===== src/hdl/bobs_pkg.sv =====
// shared types, constants and helpers of the block offset bitmap store
package bobs_pkg;

	localparam int BLK_W            = 32;
	localparam int OFF_W            = 16;
	localparam int WORD_BITS        = 64;
	localparam int WB_W             = 6;
	localparam int ENTRIES_DEF      = 256;
	localparam int OFFSET_LIMIT_DEF = 291;
	localparam int QDEPTH           = 2;

	typedef logic [1:0] op_t;
	typedef logic [2:0] status_t;
	typedef logic [WORD_BITS-1:0] word_t;

	localparam op_t OP_ADD     = 2'd0;
	localparam op_t OP_QUERY   = 2'd1;
	localparam op_t OP_ITER    = 2'd2;
	localparam op_t OP_RESTART = 2'd3;

	localparam status_t STS_OK       = 3'd0;
	localparam status_t STS_RANGE    = 3'd1;
	localparam status_t STS_ORDER    = 3'd2;
	localparam status_t STS_FULL     = 3'd3;
	localparam status_t STS_ITERDONE = 3'd4;

	// classified command handed from the front to the back
	typedef struct packed {
		op_t              op;
		logic [BLK_W-1:0] block;
		logic [OFF_W-1:0] offset;
		logic             last;
		logic             bad;
	} cmd_t;

	// ones at bit positions b and above
	function automatic word_t mask_from(input logic [WB_W-1:0] b);
		return ~((WORD_BITS'(1) << b) - WORD_BITS'(1));
	endfunction

	// {found, position} of the lowest set bit
	function automatic logic [WB_W:0] lowest_set(input word_t w);
		logic [WB_W:0] r;
		r = '0;
		for (int i = WORD_BITS - 1; i >= 0; i--) begin
			if (w[i]) r = {1'b1, WB_W'(i)};
		end
		return r;
	endfunction

endpackage


===== src/hdl/bobs_cmd_if.sv =====
// command channel of the block offset bitmap store
interface bobs_cmd_if;
	logic        valid;
	logic        ready;
	logic [1:0]  op;
	logic [31:0] block;
	logic [15:0] offset;
	logic        last;

	modport source (output valid, op, block, offset, last, input ready);
	modport sink (input valid, op, block, offset, last, output ready);
endinterface


===== src/hdl/bobs_front.sv =====
// command intake: classification and a short queue toward the executor
module bobs_front import bobs_pkg::*; #(
	parameter int OFFSET_LIMIT = OFFSET_LIMIT_DEF
) (
	input  logic   clk,
	input  logic   arst_n,
	bobs_cmd_if.sink cmd,
	output logic   q_valid,
	output cmd_t   q_item,
	input  logic   q_pop
);
	localparam int QP_W = (QDEPTH > 1) ? $clog2(QDEPTH) : 1;
	localparam int QC_W = $clog2(QDEPTH + 1);

	cmd_t            slot_q [QDEPTH];
	logic [QP_W-1:0] wp_q;
	logic [QP_W-1:0] rp_q;
	logic [QC_W-1:0] cnt_q;
	cmd_t            incoming;
	logic            push;

	always_comb begin
		incoming.op     = cmd.op;
		incoming.block  = cmd.block;
		incoming.offset = cmd.offset;
		incoming.last   = cmd.last;
		incoming.bad    = (cmd.offset == '0) || (cmd.offset > OFF_W'(OFFSET_LIMIT));
	end

	assign cmd.ready = (cnt_q != QC_W'(QDEPTH));
	assign push      = cmd.valid && cmd.ready;
	assign q_valid   = (cnt_q != '0);
	assign q_item    = slot_q[rp_q];

	always_ff @(posedge clk) begin
		if (push) slot_q[wp_q] <= incoming;
	end

	always_ff @(posedge clk or negedge arst_n) begin
		if (!arst_n) begin
			wp_q  <= '0;
			rp_q  <= '0;
			cnt_q <= '0;
		end else begin
			if (push) wp_q <= (wp_q == QP_W'(QDEPTH - 1)) ? '0 : QP_W'(wp_q + 1'b1);
			if (q_pop) rp_q <= (rp_q == QP_W'(QDEPTH - 1)) ? '0 : QP_W'(rp_q + 1'b1);
			if (push && !q_pop) cnt_q <= QC_W'(cnt_q + 1'b1);
			else if (!push && q_pop) cnt_q <= QC_W'(cnt_q - 1'b1);
		end
	end
endmodule


===== src/flat_wrapper.sv =====
// flat-port wrapper written by rule: the top's interface ports become plain ports
module bobs_front_flat import bobs_pkg::*;
#(
	parameter int OFFSET_LIMIT = OFFSET_LIMIT_DEF
)
  (clk, arst_n, q_valid, q_item, q_pop, cmd_valid, cmd_op, cmd_block, cmd_offset, cmd_last, cmd_ready);
  bobs_cmd_if cmd_i ();
  input  logic clk;
  input  logic arst_n;
  output logic q_valid;
  output cmd_t q_item;
  input  logic q_pop;
  input wire logic [$bits(cmd_i.valid)-1:0] cmd_valid;
  input wire logic [$bits(cmd_i.op)-1:0] cmd_op;
  input wire logic [$bits(cmd_i.block)-1:0] cmd_block;
  input wire logic [$bits(cmd_i.offset)-1:0] cmd_offset;
  input wire logic [$bits(cmd_i.last)-1:0] cmd_last;
  output wire logic [$bits(cmd_i.ready)-1:0] cmd_ready;
  assign cmd_i.valid = cmd_valid;
  assign cmd_i.op = cmd_op;
  assign cmd_i.block = cmd_block;
  assign cmd_i.offset = cmd_offset;
  assign cmd_i.last = cmd_last;
  assign cmd_ready = cmd_i.ready;
  bobs_front #(.OFFSET_LIMIT(OFFSET_LIMIT)) u_core (.clk(clk), .arst_n(arst_n), .cmd(cmd_i), .q_valid(q_valid), .q_item(q_item), .q_pop(q_pop));
endmodule

===== config.mk =====
export PLATFORM = sky130hd
export DESIGN_NAME = bobs_front_flat
export DESIGN_NICKNAME = d
export VERILOG_FILES = /design/src/hdl/bobs_pkg.sv /design/src/hdl/bobs_cmd_if.sv /design/src/hdl/bobs_front.sv /design/src/flat_wrapper.sv
export SDC_FILE = /design/constraint.sdc
export NUM_CORES = 1
export LEC_CHECK = 0
export BUFFER_PORTS_ARGS = -buffer_cell sky130_fd_sc_hd__buf_2
export CAP_MARGIN = 20
export CELL_PAD_IN_SITES_DETAIL_PLACEMENT = 1
export CELL_PAD_IN_SITES_GLOBAL_PLACEMENT = 2
export CORE_MARGIN = 3
export CORE_UTILIZATION = 42
export CTS_BUF_LIST = sky130_fd_sc_hd__clkbuf_4 sky130_fd_sc_hd__clkbuf_8
export CTS_CLUSTER_DIAMETER = 80
export DETAILED_ROUTE_END_ITERATION = 8
export MAX_ROUTING_LAYER = met4
export PLACE_DENSITY_LB_ADDON = 0.1
export SLEW_MARGIN = 20
export SYNTH_ARGS = -nofsm -noshare
export SYNTH_HDL_FRONTEND = slang
export SYNTH_SLANG_ARGS = --single-unit

===== constraint.sdc =====
create_clock -name clk -period 7.7 [get_ports clk]
set_input_delay 1.54 -clock clk [delete_from_list [all_inputs] [get_ports clk]]
set_output_delay 1.54 -clock clk [all_outputs]
set_load 0.02 [all_outputs]

# ---- Word-level counts from Yosys, hierarchy flattened
# Memories as Yosys holds them, arrays and structs flattened.
# Index checks and enable logic that the tools add are counted.
dict set report word_totals {
  mem_count 1
  ff_bits 4
  mem_bits_ro 0
  latch_bits 0
  in_bits 55
  elab_cells 25
  ram_bits 104
  out_inout_bits 54
}
# memory depth width read_ports rd_clocked_by_memory_dff write_ports line
set memory_table {}
lappend memory_table {u_core.slot_q 2 52 1 0 1 bobs_front.sv:15} ;# cmd_t slot_q [QDEPTH];
dict set report classes {
  bitwise 0
  n_lt_le_gt_ge 1
  n_eq_ne 1
  shifts 0
  n_mul 0
  mux 6
  n_div 0
  n_reduce_logical 9
  n_addsub 4
}
# operator count
set op_table {}
lappend op_table {{greater-than comparator 16 x 9 -> 1 bit, second input constant} 1}
lappend op_table {{zero test 16 bit} 1}
lappend op_table {{2-to-1 mux 1 bit} 4}
lappend op_table {{2-to-1 mux 2 bit} 2}
lappend op_table {{nonzero test 2 bit} 2}
lappend op_table {{logical AND 1 bit} 3}
lappend op_table {{adder 1 bit, second input constant} 2}
lappend op_table {{adder 2 x 1 -> 2 bit, second input constant} 1}
lappend op_table {{zero test 1 bit} 2}
lappend op_table {{inequality test 2 bit, second input constant} 1}
lappend op_table {{subtractor 2 x 1 -> 2 bit, second input constant} 1}
lappend op_table {{logical OR 1 bit} 1}

# ---- Longest topological paths before layout
dict set report depth {
  depth_word 6
  ltp_mapped 7
  ltp_nobuf 7
}

# ---- Worst setup path after synthesis
# OpenSTA, ideal clock, no wires.
dict set report synth_path {
  path_kind {input to register}
  startpoint {in cmd_valid}
  endpoint {mem u_core.slot_q[0][0] (netlist bit) (enable)}
  slack_ps 3421
  arrival_time_ps 3817
  stages 2
  required_time_ps 7238
  n_path_buf 0
  setup_time_ps 462
  cell_sequence {nand2_1 nor2_1}
}
dict set report synth_via {
  elab_chain_cells 3
}
# item line
set synth_rtl {}
lappend synth_rtl {{from (decl)} flat_wrapper.sv:13} ;# input wire logic [$bits(cmd_i.valid)-1:0] cmd_valid;
lappend synth_rtl {{logical AND 1 bit} bobs_front.sv:31} ;# assign push = cmd.valid && cmd.ready;
lappend synth_rtl {{2-to-1 mux 1 bit} bobs_front.sv:36} ;# if (push) slot_q[wp_q] <= incoming;
lappend synth_rtl {{2-to-1 mux 1 bit (not written as such)} bobs_front.sv:36}
lappend synth_rtl {{to (decl)} bobs_front.sv:15}
# No other way between the ends.

==> impl_metrics.yaml <==
clock_network:
  h-tree-depth: 3
  cts_setup_buffers: 0
  clkTransAtPathRegs_ns: 0.11
  max-clock-path-buffers: 2
  hold_buffers: 0
  post_cts_resize_count: 0
  clock-sinks: 108
  numCtsBuffers: 9
  clk_latency_ns: 0.36
  cts_root_buf: "clkbuf_8"
  cts_tree: "built"
synthesis:
  ys_top_cells_by_area: "edfxtp_1, mux2_2, dfrtp_1"
  synth.top_cell.area_share: 0.7829
  synth_simple_gate_area_frac: 0.01757
  synth_top_area_cell: "edfxtp_1"
  ys_types: 19
  netlist_area_um2: 3989
  synth_edf_count: 104
  syn_avg_cell_area_um2: 21.22
  synth_compound_area_frac: 0.004391
  ys_ff_latch: 108
  synthesis.nets: 244
  synthXorXnorAreaFrac: 0.01098
  ys_seq_area_frac: 0.8080
  postSynth.asyncResetShare: 0.03704
  synth_ff_type: "edfxtp_1"
  syn_inst: 188
  synthMostInstantiatedCell: "edfxtp_1"
  synth_top_family_by_area: "multiplexers"
  ys_warn_count: 0
  synthAdderAreaFrac: 0.003137
  synthTopCellsByCount: "edfxtp_1, mux2_2, buf_2, dfrtp_1, xor2_1"
  synth.area.mux_share: 0.1468
job:
  max-cap-violations: 0
sta:
  max-slew-margin-rel: 0.4649
  setup_tns_ns: 0
  drv_slew: 0
  skew_ns: 0.01495
  max_freq_mhz: 277.6
  finalCritPeriodShare: 0.4679
  period_needed_ns: 3.603
  setup_viol: 0
  finalHoldViolations: 0
  timing_worst_slew_pin_value_ns: 0.8008
  rsz0062_at_grt: "no"
worst_hold_path:
  hold_start: "u_core.cnt_q[1]$_DFFE_PN0P_"
  hp-class: "reg2reg"
setup_path:
  arrival_ns: 2.06
  end_kind: "output port"
  r2r_setup_slack_ns: 5.49
  ff2ff_path_depth: 4
  endpoint: "q_item[22]"
  cp_max_fo: 37
  start_kind: "flop"
  regToRegEndpoint: "u_core.slot_q[0][41]$_DFFE_PP_"
  crit_start: "u_core.rp_q$_DFFE_PN0P_"
  r2r_start: "u_core.cnt_q[0]$_DFFE_PN0P_"
  crit_required_ns: 6.16
  setup.worst_path.class: "reg2out"
route:
  wl_um: 7362
  drt-vias-per-instance: 4.777
  vias: 2078
  wire_per_inst_um: 16.92
  dr.pass1.iters: 3
  drtIter0Drc: 45
  drc_errors: 0
  final_antenna_net_count: 0
grt:
  grt_max_degree: 53
  track_usage: 0.1466
  grt_pass1_wl_um: 11160
  grt_overflow_total: 0
  antenna_found_initial: 0
  grt_pass1_vias: 2262
layout:
  multi_input_comb_area_um2: 738.2
  fin_cells: 435
  final-seq-area_um2: 3224
  final_nets: 360
  drive_above_1_share: 0.5922
  n_fill_cell: 855
  synthToLayoutAreaGrowth_pct: 21.93
  post-route-util: 0.5418
  num_antenna_cells: 0
power_and_ir_drop:
  leakage_nw: 1.808
  peakVddDrop_v: 0.0002525
  powerDensity_nw_per_um2: 367.1
floorplanning:
  core_area_um2: 8976
  die_w_um: 103.5
  die_area_um2: 10700
  io-pin-count: 109
  fp.dieH_um: 103.5
  num_rows: 34
  start_util: 0.4444
placed_design:
  gp_congestion: 0.7045
  portBuffers: 108
  dpl.hpwl_um: 4987
  place_inst: 419
status:
  status: "finished, final reports clean"
## area by class of cell
class,instances,share of cell area
Inverter,2,0.001544
Clock buffer,9,0.02547
Tap cell,126,0.03242
Clock inverter,7,0.01003
Sequential cell,108,0.6630
Multi-Input combinational cell,72,0.1518
Timing Repair Buffer,111,0.1158
## per-layer routing
metal  up-vias  wire (um)  track usage
met5         -          0            -
met4         0         97      0.05677
met3         9        446      0.03622
li1        972          -            -
met2        66       3860       0.2529
met1      1031       2957       0.1634
## registers in the layout, indices dropped and copies added (netlist names)
| signal | count |
|---|---|
| u_core.cnt_q | 2 |
| u_core.rp_q | 1 |
| u_core.slot_q | 104 |
| u_core.wp_q | 1 |
## stage by stage
| step | hold slack (ns) | power, mW | setup WS, ns | area (um^2) |
|---|---|---|---|---|
| after detailed placement | 0.4791 | 1.510 | 4.408 | 4691 |
| after floorplan | 0.4566 | 1.298 | 3.421 | 3989 |
| after global routing | 0.5324 | 1.890 | 3.943 | 4863 |
| after global placement | 0.4757 | 1.500 | 4.429 | 4691 |
| final | 0.5010 | 1.785 | 4.097 | 4863 |
| after CTS | 0.4968 | 1.819 | 4.017 | 4863 |
## placed cells by master (no fill, tap or decap), drive strengths merged, types with 2 or more instances in the layout
cell / n
a211o: 2
xor2: 3
clkinv: 4
clkbuf: 9
inv: 5
nor2: 2
dfrtp: 4
mux2: 52
xnor2: 2
nor4: 2
edfxtp: 104
buf: 111
nand2: 2
## worst max-delay path: stages (launching register included)
cell,delay [ns]
dfrtp_2,0.61
buf_4,0.52
mux2_2,0.41
buf_2,0.16
## worst min path at each step
| stage | slack, ns | cells after the start | to |
|---|---|---|---|
| 2_1_floorplan | 0.46 | 1 | u_core.cnt_q[1]$_DFFE_PN0P_ |
| 3_3_place_gp | 0.48 | 1 | u_core.cnt_q[1]$_DFFE_PN0P_ |
| 3_5_place_dp | 0.48 | 1 | u_core.cnt_q[1]$_DFFE_PN0P_ |
| 4_1_cts | 0.50 | 1 | u_core.cnt_q[1]$_DFFE_PN0P_ |
| 5_1_grt | 0.53 | 1 | u_core.cnt_q[1]$_DFFE_PN0P_ |
| 6_report | 0.50 | 1 | u_core.cnt_q[1]$_DFFE_PN0P_ |
## power breakdown
group | total, mW | internal (mW) | leakage, nW | switching [mW]
Sequential | 0.852 | 0.803 | 1.01 | 0.0487
Clock | 0.307 | 0.120 | 0.0918 | 0.187
Combinational | 0.627 | 0.246 | 0.707 | 0.381
Total | 1.79 | 1.17 | 1.81 | 0.616
## logic make-up (layout without fill, tap and decap cells)
logic type / Yosys count / in the layout
AOI/OAI and AO/OA: 2 / 2
xor gates and xnor gates: 5 / 5
DFF: 108 / 108
muxes: 52 / 52
buffers and inverters: 8 / 129
adders and majority gates: 1 / 1
and+or+nand+nor: 12 / 12
No activity file was read; power rests on OpenSTA's default activity.
